`config.mk`:
```
export PLATFORM = sky130hd
export DESIGN_NAME = occupancy_light_controller_core_flat
export DESIGN_NICKNAME = d
export VERILOG_FILES = /design/src/rtl/olc_pkg.sv /design/src/rtl/olc_req_if.sv /design/src/rtl/olc_rsp_if.sv /design/src/rtl/olc_step.sv /design/src/rtl/occupancy_light_controller_core.sv /design/src/flat_wrapper.sv
export SDC_FILE = /design/constraint.sdc
export NUM_CORES = 1
export LEC_CHECK = 0
export ABC_AREA = 1
export ABC_CLOCK_PERIOD_IN_PS = 9700
export BUFFER_PORTS_ARGS = -buffer_cell sky130_fd_sc_hd__buf_4
export CAP_MARGIN = 20
export CORE_UTILIZATION = 50
export DETAILED_ROUTE_END_ITERATION = 16
export PLACE_DENSITY = 0.64
export SETUP_SLACK_MARGIN = 0.05
export SKIP_CTS_REPAIR_TIMING = 1
export SYNTH_ARGS = -nofsm -noshare
export SYNTH_HDL_FRONTEND = slang
export SYNTH_HIERARCHICAL = 1
export SYNTH_SLANG_ARGS = --single-unit
```
`constraint.sdc`:
```
create_clock -name clock -period 9.7 [get_ports clock]
set_input_delay 1.455 -clock clock [delete_from_list [all_inputs] [get_ports clock]]
set_output_delay 1.455 -clock clock [all_outputs]
set_load 0.05 [all_outputs]
```
`src/rtl/olc_pkg.sv`:
```
// ----------------------------------------------------------------------------
// olc_pkg
// Shared types, codes and constants of the occupancy light controller.
// ----------------------------------------------------------------------------
package olc_pkg;

   // Ticks that make up one second, and the width of the sub-second counter
   localparam int unsigned TICKS_PER_SECOND = 1000;
   localparam int unsigned SUB_W = (TICKS_PER_SECOND > 1) ? $clog2(TICKS_PER_SECOND) : 1;

   // Fixed field widths
   localparam int unsigned PRESS_W    = 12;
   localparam int unsigned SEC_W      = 16;
   localparam int unsigned CSR_IDX_W  = 3;
   localparam int unsigned CSR_DATA_W = 16;

   localparam logic [PRESS_W-1:0] PRESS_SAT = {PRESS_W{1'b1}};
   localparam logic [SEC_W-1:0]   SEC_SAT   = {SEC_W{1'b1}};

   // Register indexes
   localparam logic [CSR_IDX_W-1:0] CSR_SHORT_MIN   = 3'd0;
   localparam logic [CSR_IDX_W-1:0] CSR_SHORT_MAX   = 3'd1;
   localparam logic [CSR_IDX_W-1:0] CSR_LONG_MAX    = 3'd2;
   localparam logic [CSR_IDX_W-1:0] CSR_OCC_TIMEOUT = 3'd3;
   localparam logic [CSR_IDX_W-1:0] CSR_OFF_DELAY   = 3'd4;

   // Register reset values
   localparam logic [PRESS_W-1:0] SHORT_MIN_RST   = 12'd90;
   localparam logic [PRESS_W-1:0] SHORT_MAX_RST   = 12'd900;
   localparam logic [PRESS_W-1:0] LONG_MAX_RST    = 12'd3000;
   localparam logic [SEC_W-1:0]   OCC_TIMEOUT_RST = 16'd1800;
   localparam logic [SEC_W-1:0]   OFF_DELAY_RST   = 16'd30;

   // Remote action codes
   localparam logic [1:0] ACT_TICK = 2'd0;
   localparam logic [1:0] ACT_ON   = 2'd1;
   localparam logic [1:0] ACT_OFF  = 2'd2;

   typedef enum logic [1:0] {
      MODE_OFF_AUTO  = 2'd0,
      MODE_ON_AUTO   = 2'd1,
      MODE_ON_HOLD   = 2'd2,
      MODE_OFF_DELAY = 2'd3
   } mode_type;

   typedef enum logic [1:0] {
      CMD_NONE = 2'd0,
      CMD_ON   = 2'd1,
      CMD_OFF  = 2'd2
   } cmd_type;

   typedef struct packed {
      logic [PRESS_W-1:0] short_min;
      logic [PRESS_W-1:0] short_max;
      logic [PRESS_W-1:0] long_max;
      logic [SEC_W-1:0]   occ_timeout;
      logic [SEC_W-1:0]   off_delay;
   } olc_cfg_type;

   typedef struct packed {
      mode_type           mode;
      logic               released;
      logic               handled;
      logic [PRESS_W-1:0] hold;
      logic               motion_seen;
      logic [SUB_W-1:0]   sub;
      logic [SEC_W-1:0]   elapsed;
   } olc_state_type;

   typedef struct packed {
      logic       button_pressed;
      logic       motion_level;
      logic [1:0] action;
   } olc_item_type;

   typedef struct packed {
      logic             lamp_on;
      mode_type         mode;
      logic             all_on;
      cmd_type          lamp_command;
      logic [SEC_W-1:0] remaining_s;
   } olc_result_type;

   localparam olc_state_type STATE_RST = '{
      mode:        MODE_OFF_AUTO,
      released:    1'b1,
      handled:     1'b0,
      hold:        '0,
      motion_seen: 1'b0,
      sub:         '0,
      elapsed:     '0
   };

endpackage

```
`src/rtl/olc_req_if.sv`:
```
// ----------------------------------------------------------------------------
// olc_req_if
// Tick channel: one word per millisecond tick with the sampled pins.
// ----------------------------------------------------------------------------
interface olc_req_if;
   logic       valid;
   logic       ready;
   logic       button_pressed;
   logic       motion_level;
   logic [1:0] action;

   modport source (output valid, output button_pressed, output motion_level,
                   output action, input ready);
   modport sink   (input valid, input button_pressed, input motion_level,
                   input action, output ready);
endinterface

```
`src/rtl/olc_rsp_if.sv`:
```
// ----------------------------------------------------------------------------
// olc_rsp_if
// Result channel: lamp state, send command and seconds remaining per tick.
// ----------------------------------------------------------------------------
interface olc_rsp_if;
   import olc_pkg::*;

   logic             valid;
   logic             ready;
   logic             lamp_on;
   logic [1:0]       mode;
   logic             all_on;
   logic [1:0]       lamp_command;
   logic [SEC_W-1:0] remaining_s;

   modport source (output valid, output lamp_on, output mode, output all_on,
                   output lamp_command, output remaining_s, input ready);
   modport sink   (input valid, input lamp_on, input mode, input all_on,
                   input lamp_command, input remaining_s, output ready);
endinterface

```
`src/rtl/olc_step.sv`:
```
// ----------------------------------------------------------------------------
// olc_step
// Next-state and result logic for one tick: seconds timer, remote command,
// button press timing, motion edge and timer expiry, in that order.
// ----------------------------------------------------------------------------
module olc_step (
   input  olc_pkg::olc_state_type  state,
   input  olc_pkg::olc_cfg_type    cfg,
   input  olc_pkg::olc_item_type   item,
   output olc_pkg::olc_state_type  state_next,
   output olc_pkg::olc_result_type result
);
   import olc_pkg::*;

   always_comb begin
      olc_state_type    s;
      cmd_type          cmd;
      logic [SEC_W-1:0] remaining;

      s         = state;
      cmd       = CMD_NONE;
      remaining = '0;

      // advance the seconds timer, saturating the seconds count
      if (s.sub == SUB_W'(TICKS_PER_SECOND - 1)) begin
         s.sub = '0;
         if (s.elapsed != SEC_SAT) begin
            s.elapsed = s.elapsed + 1'b1;
         end
      end else begin
         s.sub = s.sub + 1'b1;
      end

      // apply the remote command; unused code is dropped
      case (item.action)
         ACT_ON: begin
            s.mode    = MODE_ON_AUTO;
            s.sub     = '0;
            s.elapsed = '0;
            cmd       = CMD_ON;
         end
         ACT_OFF: begin
            s.mode = MODE_OFF_AUTO;
            cmd    = CMD_OFF;
         end
         default: ;
      endcase

      // time the button hold and classify it on release
      if (item.button_pressed && s.released) begin
         s.hold    = '0;
         s.handled = 1'b0;
      end else if (!s.released) begin
         if (s.hold != PRESS_SAT) begin
            s.hold = s.hold + 1'b1;
         end
         if (!item.button_pressed && !s.handled) begin
            if (s.hold >= cfg.short_min && s.hold <= cfg.short_max) begin
               if (s.mode == MODE_ON_AUTO || s.mode == MODE_ON_HOLD) begin
                  s.mode = MODE_OFF_DELAY;
                  cmd    = CMD_OFF;
               end else begin
                  s.mode = MODE_ON_AUTO;
                  cmd    = CMD_ON;
               end
               s.sub     = '0;
               s.elapsed = '0;
               s.handled = 1'b1;
            end else if (s.hold > cfg.short_max && s.hold <= cfg.long_max) begin
               if (s.mode == MODE_ON_AUTO) begin
                  s.mode = MODE_ON_HOLD;
                  cmd    = CMD_ON;
               end
               s.handled = 1'b1;
            end
         end
      end
      s.released = !item.button_pressed;

      // motion: rising edge turns on from off-auto, any motion restarts on-auto
      if (item.motion_level) begin
         if (!s.motion_seen) begin
            s.motion_seen = 1'b1;
            if (s.mode == MODE_OFF_AUTO) begin
               s.mode = MODE_ON_AUTO;
               cmd    = CMD_ON;
            end
         end
         if (s.mode == MODE_ON_AUTO) begin
            s.sub     = '0;
            s.elapsed = '0;
         end
      end else begin
         s.motion_seen = 1'b0;
      end

      // expire on-auto and off-delay
      if (s.mode == MODE_ON_AUTO && s.elapsed > cfg.occ_timeout) begin
         s.mode = MODE_OFF_AUTO;
         cmd    = CMD_OFF;
      end
      if (s.mode == MODE_OFF_DELAY && s.elapsed >= cfg.off_delay) begin
         s.mode = MODE_OFF_AUTO;
         cmd    = CMD_OFF;
      end

      // seconds left in the running countdown
      if (s.mode == MODE_ON_AUTO && s.elapsed <= cfg.occ_timeout) begin
         remaining = cfg.occ_timeout - s.elapsed;
      end else if (s.mode == MODE_OFF_DELAY && s.elapsed <= cfg.off_delay) begin
         remaining = cfg.off_delay - s.elapsed;
      end

      state_next          = s;
      result.lamp_on      = (s.mode == MODE_ON_AUTO) || (s.mode == MODE_ON_HOLD);
      result.mode         = s.mode;
      result.all_on       = (s.mode == MODE_ON_HOLD);
      result.lamp_command = cmd;
      result.remaining_s  = remaining;
   end

endmodule

```
`src/rtl/occupancy_light_controller_core.sv`:
```
// ----------------------------------------------------------------------------
// occupancy_light_controller_core
// Four-mode room lamp controller advanced by one millisecond tick per word.
// ----------------------------------------------------------------------------
// Usage:
//   req_chan carries one tick word: button level, motion level and a remote
//   action (tick only, remote on, remote off). rsp_chan returns one word per
//   tick: lamp on, mode, on-hold flag, the on/off send command and the
//   seconds left in the running countdown.
//   Five registers (press limits, occupancy timeout, off delay) are written
//   through csr_write_en / csr_index / csr_wdata; the user must write them
//   only while the block is idle, which the block itself does not enforce.
//   An accepted tick word is loaded into the input register; the step logic
//   output is then loaded into the result register once that register is
//   free. Throughput: one tick word per clock while rsp_chan.ready is high;
//   the lamp state feeds back through the combinational step logic.
//   Reset: registers return to their defaults, lamp off-auto, button
//   released, timers cleared; both pipeline registers empty.
//   Stall: while rsp_chan.ready is low the result word holds and one more
//   tick word is still taken into the input register; req_chan.ready then
//   drops until the result word is taken.
// ----------------------------------------------------------------------------
module occupancy_light_controller_core (
   input  logic                             clock,
   input  logic                             reset,
   olc_req_if.sink                          req_chan,
   olc_rsp_if.source                        rsp_chan,
   input  logic                             csr_write_en,
   input  logic [olc_pkg::CSR_IDX_W-1:0]    csr_index,
   input  logic [olc_pkg::CSR_DATA_W-1:0]   csr_wdata
);
   import olc_pkg::*;

   olc_cfg_type    cfg_ff, cfg_in;
   olc_state_type  state_ff, state_in;
   olc_item_type   item_ff;
   olc_result_type result_ff, step_result;
   logic           in_valid_ff, in_valid_in;
   logic           out_valid_ff, out_valid_in;
   logic           advance;
   logic           accept;

   // register writes
   always_comb begin
      cfg_in = cfg_ff;
      if (csr_write_en) begin
         case (csr_index)
            CSR_SHORT_MIN:   cfg_in.short_min   = csr_wdata[PRESS_W-1:0];
            CSR_SHORT_MAX:   cfg_in.short_max   = csr_wdata[PRESS_W-1:0];
            CSR_LONG_MAX:    cfg_in.long_max    = csr_wdata[PRESS_W-1:0];
            CSR_OCC_TIMEOUT: cfg_in.occ_timeout = csr_wdata[SEC_W-1:0];
            CSR_OFF_DELAY:   cfg_in.off_delay   = csr_wdata[SEC_W-1:0];
            default: ;
         endcase
      end
   end

   // handshake: the input register drains into the result register when free
   assign advance        = in_valid_ff && (!out_valid_ff || rsp_chan.ready);
   assign req_chan.ready = !in_valid_ff || advance;
   assign accept         = req_chan.valid && req_chan.ready;

   assign in_valid_in  = accept ? 1'b1 : (advance ? 1'b0 : in_valid_ff);
   assign out_valid_in = advance ? 1'b1 : (rsp_chan.ready ? 1'b0 : out_valid_ff);

   olc_step u_step (
      .state      (state_ff),
      .cfg        (cfg_ff),
      .item       (item_ff),
      .state_next (state_in),
      .result     (step_result)
   );

   // control state and registers
   always_ff @(posedge clock) begin
      if (reset) begin
         cfg_ff       <= '{short_min:   SHORT_MIN_RST,
                           short_max:   SHORT_MAX_RST,
                           long_max:    LONG_MAX_RST,
                           occ_timeout: OCC_TIMEOUT_RST,
                           off_delay:   OFF_DELAY_RST};
         state_ff     <= STATE_RST;
         in_valid_ff  <= 1'b0;
         out_valid_ff <= 1'b0;
      end else begin
         cfg_ff       <= cfg_in;
         in_valid_ff  <= in_valid_in;
         out_valid_ff <= out_valid_in;
         if (advance) begin
            state_ff <= state_in;
         end
      end
   end

   // payload registers
   always_ff @(posedge clock) begin
      if (accept) begin
         item_ff.button_pressed <= req_chan.button_pressed;
         item_ff.motion_level   <= req_chan.motion_level;
         item_ff.action         <= req_chan.action;
      end
      if (advance) begin
         result_ff <= step_result;
      end
   end

   assign rsp_chan.valid        = out_valid_ff;
   assign rsp_chan.lamp_on      = result_ff.lamp_on;
   assign rsp_chan.mode         = result_ff.mode;
   assign rsp_chan.all_on       = result_ff.all_on;
   assign rsp_chan.lamp_command = result_ff.lamp_command;
   assign rsp_chan.remaining_s  = result_ff.remaining_s;

   // a word moved out of the input register always lands in the result register
   a_advance_lands: assert property (@(posedge clock) disable iff (reset)
      advance |=> out_valid_ff)
      else $error("advanced word did not reach the result register");

   // the sub-second counter never reaches a full second
   a_sub_range: assert property (@(posedge clock) disable iff (reset)
      state_ff.sub <= SUB_W'(TICKS_PER_SECOND - 1))
      else $error("sub-second counter out of range");

   // a countdown is shown only while one runs
   a_remaining_mode: assert property (@(posedge clock) disable iff (reset)
      (out_valid_ff && result_ff.remaining_s != '0) |->
      (result_ff.mode == MODE_ON_AUTO || result_ff.mode == MODE_OFF_DELAY))
      else $error("remaining seconds outside a countdown mode");

   // on-hold always means the lamp is on
   a_all_on_lamp: assert property (@(posedge clock) disable iff (reset)
      (out_valid_ff && result_ff.all_on) |-> result_ff.lamp_on)
      else $error("on-hold without lamp on");

   // lamp state only changes when a word is processed
   a_state_hold: assert property (@(posedge clock) disable iff (reset)
      !$past(advance) && !$past(reset) |-> $stable(state_ff))
      else $error("lamp state changed without a tick");

endmodule

```
`src/flat_wrapper.sv`:
```
// flat-port wrapper written by rule: the top's interface ports become plain ports
module occupancy_light_controller_core_flat import olc_pkg::*;
  (clock, reset, csr_write_en, csr_index, csr_wdata, req_chan_valid, req_chan_button_pressed, req_chan_motion_level, req_chan_action, req_chan_ready, rsp_chan_valid, rsp_chan_lamp_on, rsp_chan_mode, rsp_chan_all_on, rsp_chan_lamp_command, rsp_chan_remaining_s, rsp_chan_ready);
  olc_req_if req_chan_i ();
  olc_rsp_if rsp_chan_i ();
  input  logic clock;
  input  logic reset;
  input  logic csr_write_en;
  input  logic [olc_pkg::CSR_IDX_W-1:0] csr_index;
  input  logic [olc_pkg::CSR_DATA_W-1:0] csr_wdata;
  input wire logic [$bits(req_chan_i.valid)-1:0] req_chan_valid;
  input wire logic [$bits(req_chan_i.button_pressed)-1:0] req_chan_button_pressed;
  input wire logic [$bits(req_chan_i.motion_level)-1:0] req_chan_motion_level;
  input wire logic [$bits(req_chan_i.action)-1:0] req_chan_action;
  output wire logic [$bits(req_chan_i.ready)-1:0] req_chan_ready;
  output wire logic [$bits(rsp_chan_i.valid)-1:0] rsp_chan_valid;
  output wire logic [$bits(rsp_chan_i.lamp_on)-1:0] rsp_chan_lamp_on;
  output wire logic [$bits(rsp_chan_i.mode)-1:0] rsp_chan_mode;
  output wire logic [$bits(rsp_chan_i.all_on)-1:0] rsp_chan_all_on;
  output wire logic [$bits(rsp_chan_i.lamp_command)-1:0] rsp_chan_lamp_command;
  output wire logic [$bits(rsp_chan_i.remaining_s)-1:0] rsp_chan_remaining_s;
  input wire logic [$bits(rsp_chan_i.ready)-1:0] rsp_chan_ready;
  assign req_chan_i.valid = req_chan_valid;
  assign req_chan_i.button_pressed = req_chan_button_pressed;
  assign req_chan_i.motion_level = req_chan_motion_level;
  assign req_chan_i.action = req_chan_action;
  assign req_chan_ready = req_chan_i.ready;
  assign rsp_chan_valid = rsp_chan_i.valid;
  assign rsp_chan_lamp_on = rsp_chan_i.lamp_on;
  assign rsp_chan_mode = rsp_chan_i.mode;
  assign rsp_chan_all_on = rsp_chan_i.all_on;
  assign rsp_chan_lamp_command = rsp_chan_i.lamp_command;
  assign rsp_chan_remaining_s = rsp_chan_i.remaining_s;
  assign rsp_chan_i.ready = rsp_chan_ready;
  occupancy_light_controller_core u_core (.clock(clock), .reset(reset), .req_chan(req_chan_i), .rsp_chan(rsp_chan_i), .csr_write_en(csr_write_en), .csr_index(csr_index), .csr_wdata(csr_wdata));
endmodule
```
==> impl_metrics.tcl, run 1 <==
set metrics [dict create \
    run_status "complete, no violations" \
    first_pass_iters 5 \
    grt_overflow 0 \
    pre_cts_ws_ns 2.645 \
    endpoint_kind "flip-flop" \
    antenna_found_initial 0 \
    synth_area_leaders "dfxtp_1 23%, nand2_1 13%, ha_1 9.6%, nor2_1 8.9%, edfxtp_1 7.9%" \
    worst_pin_slew_ns 0.9764 \
    initial_core_util_pct 50.97 \
    cp_max_fo 10 \
    fillers 1967 \
    setup_violations 0 \
    die_h_microns 142.9 \
    grt_pass1_vias 8565 \
    worstPathArrival_ns 7.18 \
    cts-root-buf "clkbuf_16" \
    place_congestion 0.9400 \
    cts_tree "built" \
    grt_pass1_wl_mm 44.15 \
    hold_viol 0 \
    startpoint "u_core/state_ff[29]$_SDFFE_PP0P_" \
    netlist_top_cells_count "348 x nand2_1, 235 x nor2_1, 187 x inv_1" \
    nets 1601 \
    yosysWarnings 6 \
    cts_sinks 139 \
    worstSetupPathType "reg -> reg" \
    netlist.top_cell.by_area "dfxtp_1" \
    crit_required_ns 10.02 \
    maxSlewHeadroom_pct 34.67 \
    ant_nets 0 \
    grt_util_all_layers_pct 28.14 \
    synthArstFlopShare_pct 0 \
    drive_gt1_share_pct 10.61 \
    period_needed_ns 6.859 \
    drv_cap 0 \
    wl_per_cell_microns 15.32 \
    syn-mean-instance-area_sq_um 6.776 \
    finalPower_uw 1765 \
    htreeDepth 4 \
    timing.final.crit_share_pct 70.71 \
    fp-row-count 51 \
    ys.flop_type "dfxtp_1" \
    dp_hpwl_mm 20.56 \
    timing.setup.tns_ns 0 \
    n_antenna_cell 0 \
    insertion_delay_ns 0.43 \
    clk_pin_slew_worst_paths_ns 0.07 \
    seq_area_frac_synth_pct 30.67 \
    rsz0062_at_grt "no" \
    p_leak_uw 0.005386 \
    cp_slowest_stage_delay_ns 0.48 \
    grt_max_degree 70 \
    core_area_sq_mm 0.01946 \
    numCtsBuffers 17 \
    hp-start "u_core/cfg_ff[40]$_SDFFE_PP1P_" \
    vias 9213 \
    die_area_sq_mm 0.02041 \
    vdd_drop_max_mv 0.1167 \
    cts_buffer_depth 2 \
    hold_class "reg -> reg" \
    wl_mm 27.16 \
    finClkSkew_ns 0.01166 \
    drt_iter0_markers 578 \
    area_growth_pct 11.36 \
    synth.most_common_cell "nand2_1" \
    fmax_mhz 145.8 \
    synth_top_area_share_pct 22.80 \
    numPortBuffers 51 \
    placed_cells 1740 \
    syn-num-nets 1570 \
    ys_types 54 \
    drcViolationCount 0 \
    synth_edf_count 26 \
    start_kind "flip-flop" \
    dieWidth_microns 142.9 \
    syn_inst 1464 \
    crit_path_top_delay_cell "a2111oi_0" \
    io_pins 52 \
    r2r-start "u_core/state_ff[29]$_SDFFE_PP0P_" \
    crit_top_cell "nand2_1" \
    worst_slack_ns 2.841 \
    power.density_mw_per_mm2 159.8 \
    stdcell_count 1773 \
    synth_seq_cells 139 \
    drv_slew 0 \
    drt-vias-per-instance 5.196 \
    syn_area_sq_mm 0.009921 \
]
==> layer usage <==
layer | part of all wire [%] | track usage (%) | up-vias
met2 | 46 | 45.74 | 196
met3 | 3.3 | 4.225 | 47
met4 | 4.1 | 13.07 | 0
li1 | - | - | 4746
met1 | 47 | 36.68 | 4224
met5 | 0 | 0 | -
==> final cells by class <==
type                       instances  area, sq um  area share, %
clock buffer                      17        425.4          3.851
clock inverter                    15        198.9          1.801
inverter                         198        744.5          6.738
multi-input combinational       1083         5879          53.22
sequential                       139         3043          27.54
tap                              265        331.6          3.001
timing repair buffer              56        425.4          3.851
==> worst max-delay path: cells and delay by family (launching register included) <==
family | cells | cell delay, ns
and+or+nand+nor | 25 | 3.23
DFF | 1 | 0.39
buffers and inverters | 7 | 0.94
AOI/OAI and AO/OA | 5 | 1.49
adders and majority gates | 2 | 0.68
==> final timing paths <==
path	depth (start not counted)	slack, ns	end
worst min-delay path	2	0.48	u_core/cfg_ff[40]$_SDFFE_PP1P_
worst max-delay path	39	2.84	u_core/state_ff[41]$_SDFFE_PP0P_
worst min register to register	2	0.48	u_core/cfg_ff[40]$_SDFFE_PP1P_
worst max register to register	39	2.84	u_core/state_ff[41]$_SDFFE_PP0P_
==> report_power, final <==
group	internal (uW)	total (uW)	switching, uW
Clock	373	684	311
Combinational	144	431	288
Sequential	626	650	23.8
==> kinds of logic (layout without fill, tap and decap cells) <==
| family | after synthesis | count (layout) | share of synthesized area [%] |
|---|---|---|---|
| simple gates | 836 | 836 | 38.10 |
| buf+inv | 242 | 286 | 10.06 |
| flops | 139 | 139 | 30.67 |
| compound gates | 137 | 137 | 8.349 |
| fa+ha+maj | 78 | 78 | 9.989 |
| xor+xnor | 32 | 32 | 2.825 |
==> flip-flops by register name, indices dropped and copies added (netlist names) <==
signal	cells
u_core/cfg_ff	68
u_core/in_valid_ff	1
u_core/item_ff	4
u_core/rsp_chan.all_on	1
u_core/rsp_chan.lamp_command	2
u_core/rsp_chan.lamp_on	1
u_core/rsp_chan.mode	2
u_core/rsp_chan.remaining_s	16
u_core/rsp_chan.valid	1
u_core/state_ff	43
==> through the flow <==
step           hold WS [ns]  util (%)  cell area (sq um)
2_1_floorplan        0.4354         -               9921
3_3_place_gp         0.4545     53.49              10410
3_5_place_dp         0.4575     53.49              10410
4_1_cts              0.4756     56.70              11040
5_1_grt              0.4904     56.77              11050
6_report             0.4754     56.77              11050
==> layout by cell type, fill, tap and decap left out, types with 7 or more instances in the layout <==
master | synthesis | routed
clkbuf_16 | 0 | 17
edfxtp_1 | 26 | 26
inv_2 | 9 | 9
o21ai_2 | 10 | 10
nand4_1 | 12 | 12
nand3_1 | 113 | 113
nand2_2 | 20 | 20
nor2_2 | 7 | 7
ha_1 | 76 | 76
nand2_1 | 348 | 348
xnor2_1 | 9 | 9
xor2_1 | 23 | 23
a21oi_1 | 54 | 54
dfxtp_1 | 113 | 113
nor2_1 | 235 | 235
buf_4 | 12 | 55
o21ai_0 | 33 | 33
nand3b_1 | 47 | 47
nor3_1 | 21 | 21
inv_1 | 187 | 186
nand2_4 | 9 | 9
Note: power is estimated with default switching activity, not from simulation.
==> run 2, diff against run 1 <==
--- a/config.mk
+++ b/config.mk
@@ -6,7 +6,7 @@
 export NUM_CORES = 1
 export LEC_CHECK = 0
 export ABC_AREA = 1
-export ABC_CLOCK_PERIOD_IN_PS = 9700
+export ABC_CLOCK_PERIOD_IN_PS = 6500
 export BUFFER_PORTS_ARGS = -buffer_cell sky130_fd_sc_hd__buf_4
 export CAP_MARGIN = 20
 export CORE_UTILIZATION = 50
==> constraint.sdc (replaced) <==
create_clock -name clock -period 6.5 [get_ports clock]
set_input_delay 0.975 -clock clock [delete_from_list [all_inputs] [get_ports clock]]
set_output_delay 0.975 -clock clock [all_outputs]
set_load 0.05 [all_outputs]
==> run 2 against run 1 <==
  * Sequential share of layout area is 0.17 points lower
  * First-iteration DRC count is 3.6% lower
  * Sequential cell count stayed put
  * Global-route usage is 0.56 points lower
  * Worst hold slack worse by 0.0035 ns
  * Clock power is 40% higher
  * Combinational power is 50% higher
  * Count of clock-buffer cells in the layout stayed put
  * Routed wire length is 0.53% lower
  * Critical path type unchanged
  * Critical endpoint is now u_core/rsp_chan.remaining_s[15]$_DFFE_PP_
==> impl_metrics.tcl, run 2 (synthesized netlist as in run 1, its figures left out) <==
set metrics [dict create \
    drv_cap 0 \
    grt_util_all_layers_pct 27.58 \
    final_cell_mix "347 x nand2_1, 234 x nor2_1, 185 x inv_1" \
    antenna_found_initial 0 \
    drive_gt1_share_pct 11.99 \
    rsz0062_at_grt "no" \
    fp-row-count 51 \
    cts_sinks 139 \
    start_kind "flip-flop" \
    placed_cells 1743 \
    vdd_drop_max_mv 0.1998 \
    dpl_cell_area_sq_mm 0.01043 \
    vias 9146 \
    drt-vias-per-instance 5.153 \
    drcViolationCount 0 \
    hold_class "reg -> reg" \
    largest_register "u_core/cfg_ff" \
    largest_register_ffs 68 \
    initial_core_util_pct 50.97 \
    die_h_microns 142.9 \
    cp_slowest_stage_delay_ns 0.50 \
    fin_hold_ws_ns 0.4719 \
    crit_path_top_delay_cell "a21oi_4" \
    insertion_delay_ns 0.43 \
    die_area_sq_mm 0.02041 \
    n_antenna_cell 0 \
    crit_top_cell "nand2_1" \
    core_area_sq_mm 0.01946 \
    htreeDepth 4 \
    period_needed_ns 5.923 \
    startpoint "u_core/state_ff[30]$_SDFFE_PP0P_" \
    r2r_setup_slack_ns 0.58 \
    io_pins 52 \
    place_congestion 0.9832 \
    crit_path_end "u_core/rsp_chan.remaining_s[15]$_DFFE_PP_" \
    grt_pass1_vias 8203 \
    crit_required_ns 6.77 \
    first_pass_iters 5 \
    cts_tree "built" \
    numPortBuffers 51 \
    area_growth_pct 12.08 \
    numCtsBuffers 17 \
    r2r-start "u_core/state_ff[30]$_SDFFE_PP0P_" \
    clk_pin_slew_worst_paths_ns 0.07 \
    wl_per_cell_microns 15.22 \
    cp_max_fo 16 \
    nets 1603 \
    drv_slew 0 \
    grt_max_degree 78 \
    worstSetupPathType "reg -> reg" \
    drt_iter0_markers 557 \
    power.density_mw_per_mm2 231.9 \
    finClkSkew_ns 0.01122 \
    run_status "complete, no violations" \
    r2r.worst_path.cells 37 \
    ant_nets 0 \
    worstPathArrival_ns 6.19 \
    grt_overflow 0 \
    dp_hpwl_mm 20.31 \
    timing.final.crit_share_pct 91.12 \
    worst_pin_slew_ns 0.9477 \
    wl_mm 27.02 \
    cts-root-buf "clkbuf_16" \
    fillers 1954 \
    cts_buffer_depth 2 \
    maxSlewHeadroom_pct 36.60 \
    endpoint_kind "flip-flop" \
    layout_commonest_cell "nand2_1" \
    fmax_mhz 168.8 \
    dieWidth_microns 142.9 \
    hold_viol 0 \
    stdcell_count 1775 \
    grt_pass1_wl_mm 42.93 \
    timing.setup.tns_ns 0 \
    p_leak_uw 0.005392 \
    r2r_end "u_core/rsp_chan.remaining_s[15]$_DFFE_PP_" \
    finalPower_uw 2578 \
    setup_violations 0 \
    stdcell_area_sq_mm 0.01112 \
]
-- run 2: cell count changes in the layout (fill, tap and decap cells not counted), moves of 2 or more --
cell / before / now
nor3_2: 0 / 2
inv_2: 9 / 11
clkinv_8: 5 / 2
buf_4: 55 / 58
a21oi_1: 54 / 50
clkinv_4: 1 / 5
a2111oi_0: 2 / 0
nor3_1: 21 / 18
a21oi_2: 1 / 5
-- run 2: per-layer routing --
layer	global-route usage, %	routed length [microns]	vias to the layer above
li1	-	-	4758
met1	36.77	12700	4169
met2	45.69	12700	184
met3	3.454	883	35
met4	9.847	737	0
met5	0	0	-
-- run 2: critical path: cells and delay by family (launching register included) --
kind,cells,cell delay (ns)
and+or+nand+nor,24,2.77
DFF,1,0.37
adders and majority gates,2,0.65
AOI/OAI and AO/OA,4,0.96
buffers and inverters,7,0.98
-- run 2: final cells by class --
| cell class | count | area [sq um] | share of cell area (%) |
|---|---|---|---|
| Clock buffer | 17 | 425.4 | 3.826 |
| Timing Repair Buffer | 58 | 435.4 | 3.916 |
| Tap cell | 265 | 331.6 | 2.982 |
| Inverter | 198 | 744.5 | 6.695 |
| Multi-Input combinational cell | 1083 | 5983 | 53.81 |
| Sequential cell | 139 | 3044 | 27.38 |
| Clock inverter | 15 | 155.1 | 1.395 |
-- run 2: worst min path at each step --
stage                                               from                             end  slack, ns  depth (start not counted)
after floorplan           u_core/cfg_ff[19]$_SDFFE_PP1P_  u_core/cfg_ff[19]$_SDFFE_PP1P_       0.44                          2
after detailed placement  u_core/cfg_ff[40]$_SDFFE_PP1P_  u_core/cfg_ff[40]$_SDFFE_PP1P_       0.46                          2
after global routing      u_core/cfg_ff[51]$_SDFFE_PP1P_  u_core/cfg_ff[51]$_SDFFE_PP1P_       0.50                          2
after CTS                 u_core/cfg_ff[51]$_SDFFE_PP1P_  u_core/cfg_ff[51]$_SDFFE_PP1P_       0.48                          2
final                     u_core/cfg_ff[46]$_SDFFE_PP1P_  u_core/cfg_ff[46]$_SDFFE_PP1P_       0.47                          2
after global placement    u_core/cfg_ff[39]$_SDFFE_PP1P_  u_core/cfg_ff[39]$_SDFFE_PP1P_       0.46                          2
-- run 2: per-stage QoR --
stage,utilization (%),setup slack (ns)
after floorplan,-,0.6392
after global placement,53.61,-0.1064
after detailed placement,53.61,-0.2503
after CTS,56.59,-0.3115
final,57.13,0.5770
after global routing,57.13,0.05024
-- run 2: report_power, final --
part | total [uW] | switching (uW) | internal, uW
Combinational | 648 | 429 | 219
Clock | 959 | 448 | 511
Sequential | 970 | 35.8 | 935
Total | 2580 | 913 | 1660
==> run 3, diff against run 2 <==
--- a/config.mk
+++ b/config.mk
@@ -11,7 +11,7 @@
 export CAP_MARGIN = 20
 export CORE_UTILIZATION = 50
 export DETAILED_ROUTE_END_ITERATION = 16
-export PLACE_DENSITY = 0.64
+export PLACE_DENSITY_LB_ADDON = 0.3
 export SETUP_SLACK_MARGIN = 0.05
 export SKIP_CTS_REPAIR_TIMING = 1
 export SYNTH_ARGS = -nofsm -noshare
==> run 3 against run 2 <==
  * Count of clock-buffer cells in the layout grew 4
  * Maximum frequency shrank 1.9%
  * Clock skew down 0.0027 ns
  * Non-clock buffer count rose by 3
  * Setup slack worse by 0.11 ns
  * Design area is 0.26% lower
  * First-iteration DRC count grew 26%
  * Via count is 2.2% higher
  * Utilization fell by 0.15 points
  * Die area unchanged
  * Critical endpoint is now u_core/state_ff[41]$_SDFFE_PP0P_
  * Largest power group unchanged
  * Highest routed layer unchanged
==> impl_metrics.tcl, run 3 (synthesized netlist as in run 1, its figures left out) <==
set metrics [dict create \
    run_status "complete, no violations" \
    vdd_drop_max_mv 0.1987 \
    largest_register_ffs 68 \
    drv_slew 0 \
    n_antenna_cell 0 \
    r2r_setup_slack_ns 0.46 \
    wl_mm 26.78 \
    switchingPower_uw 846.5 \
    area_growth_pct 11.79 \
    drive_gt1_share_pct 11.71 \
    power.density_mw_per_mm2 231.6 \
    crit_top_cell "nand2_1" \
    layout_commonest_cell "nand2_1" \
    crit_required_ns 6.81 \
    use_met1_pct 36.21 \
    dp_hpwl_mm 20.00 \
    period_needed_ns 6.037 \
    numPortBuffers 51 \
    die_area_sq_mm 0.02041 \
    worstPathArrival_ns 6.35 \
    grt_max_degree 96 \
    p_seq_share_pct 37.8 \
    worstSetupPathType "reg -> reg" \
    dieWidth_microns 142.9 \
    grt_pass1_wl_mm 43.35 \
    grt_util_all_layers_pct 27.48 \
    final_cell_mix "347 x nand2_1, 234 x nor2_1, 185 x inv_1" \
    nets 1606 \
    cp_max_fo 10 \
    clk_pin_slew_worst_paths_ns 0.06 \
    setup_violations 0 \
    hold_viol 0 \
    switching_share_pct 32.96 \
    drt-vias-per-instance 5.262 \
    rsz0062_at_grt "yes" \
    fp-row-count 51 \
    met2_usage_pct 45.67 \
    hp-start "u_core/cfg_ff[60]$_SDFFE_PP1P_" \
    antenna_found_initial 0 \
    endpoint_kind "flip-flop" \
    timing.final.crit_share_pct 92.88 \
    cts_tree "built" \
    r2r.worst_path.cells 42 \
    hold_end "u_core/cfg_ff[60]$_SDFFE_PP1P_" \
    hold_class "reg -> reg" \
    top_usage_layer "met2" \
    maxSlewHeadroom_pct 34.77 \
    fillers 1828 \
    numCtsBuffers 17 \
    min_path_cells 2 \
    die_h_microns 142.9 \
    dpl_cell_area_sq_mm 0.01043 \
    htreeDepth 4 \
    grt_pass1_vias 8630 \
    postLayoutCoreUtil_pct 56.98 \
    drt_iter0_markers 701 \
    fmax_mhz 165.6 \
    r2r-start "u_core/state_ff[29]$_SDFFE_PP0P_" \
    insertion_delay_ns 0.42 \
    met3_usage_pct 3.689 \
    clockPowerShare_pct 36.2 \
    io_pins 52 \
    finClkSkew_ns 0.008518 \
    cts_buffer_depth 2 \
    r2r_end "u_core/state_ff[41]$_SDFFE_PP0P_" \
    cts-root-buf "clkbuf_16" \
    cp_slowest_stage_delay_ns 0.44 \
    worst_pin_slew_ns 0.9785 \
    first_pass_iters 7 \
    drv_cap 0 \
    cts_sinks 139 \
    wl_per_cell_microns 15.07 \
    start_kind "flip-flop" \
    grt_overflow 0 \
    largest_register "u_core/cfg_ff" \
    vias 9351 \
    stdcell_area_sq_mm 0.01109 \
    drcViolationCount 0 \
    internal_power_uw 1722 \
    ant_nets 0 \
    combPwrFrac_pct 26.0 \
    core_area_sq_mm 0.01946 \
    p_leak_uw 0.005399 \
    crit_path_top_delay_cell "fa_1" \
    initial_core_util_pct 50.97 \
    place_congestion 0.9763 \
]
-- run 3: cell types whose count changed in the layout (fill, tap and decap cells not counted), moves of 2 or more --
cell / before / now
clkbuf_8: 0 / 3
buf_4: 58 / 60
a21oi_1: 50 / 52
clkinv_8: 2 / 0
inv_4: 0 / 4
inv_8: 4 / 0
clkinv_2: 1 / 4
a21oi_2: 5 / 3
inv_6: 3 / 1
clkinv_4: 5 / 1
-- run 3: worst max-delay path, delay by kind of cell, from the launching register on --
kind	cells	cell delay, ns
adder cells (fa/ha/maj)	3	0.99
flip-flops	1	0.38
AO/OA/AOI/OAI	3	0.78
buffers and inverters	7	0.60
AND/OR/NAND/NOR	29	3.15
-- run 3: area by class of cell --
cell class | instances | area [sq um] | share of cell area, %
Sequential cell | 139 | 3043 | 27.44
Inverter | 198 | 744.5 | 6.713
Timing Repair Buffer | 61 | 470.5 | 4.242
Clock buffer | 21 | 470.5 | 4.242
Tap cell | 265 | 331.6 | 2.990
Multi-Input combinational cell | 1083 | 5943 | 53.59
Clock inverter | 10 | 87.58 | 0.7897
-- run 3: power by group through the flow --
stage / Clock [uW] / Combinational, uW / Sequential (uW)
floorplan: 0 / 444 / 1020
global placement: 0 / 632 / 988
detailed placement: 0 / 635 / 989
CTS: 945 / 638 / 970
global route: 982 / 741 / 977
finish: 931 / 667 / 970
-- run 3: worst max-delay path by stage --
stage | start | endpoint | slack (ns) | depth (start not counted)
final | u_core/state_ff[29]$_SDFFE_PP0P_ | u_core/state_ff[41]$_SDFFE_PP0P_ | 0.46 | 42
after global routing | u_core/state_ff[29]$_SDFFE_PP0P_ | u_core/state_ff[41]$_SDFFE_PP0P_ | -0.02 | 38
after CTS | u_core/state_ff[30]$_SDFFE_PP0P_ | u_core/state_ff[41]$_SDFFE_PP0P_ | -0.10 | 40
after detailed placement | u_core/state_ff[30]$_SDFFE_PP0P_ | u_core/state_ff[41]$_SDFFE_PP0P_ | -0.04 | 40
after global placement | u_core/state_ff[29]$_SDFFE_PP0P_ | u_core/state_ff[41]$_SDFFE_PP0P_ | 0.23 | 36
after floorplan | u_core/state_ff[29]$_SDFFE_PP0P_ | u_core/state_ff[41]$_SDFFE_PP0P_ | 0.64 | 42
-- run 3: per-layer routing --
layer,wire length (microns),part of all wire [%]
met5,0,0
met4,787,2.9
met3,1288,4.8
met2,12560,47
met1,12150,45
-- run 3: through the flow --
step	TNS, ns	worst slack [ns]	total power [uW]	hold slack, ns	instances
after detailed placement	-0.04826	-0.03959	1623	0.4579	1743
after global routing	-0.02412	-0.02412	2700	0.4936	1777
after floorplan	0	0.6392	1466	0.4354	1464
after CTS	-0.2303	-0.1026	2553	0.4732	1774
after global placement	0	0.2267	1620	0.4536	1743
final	0	0.4625	2568	0.4709	1777
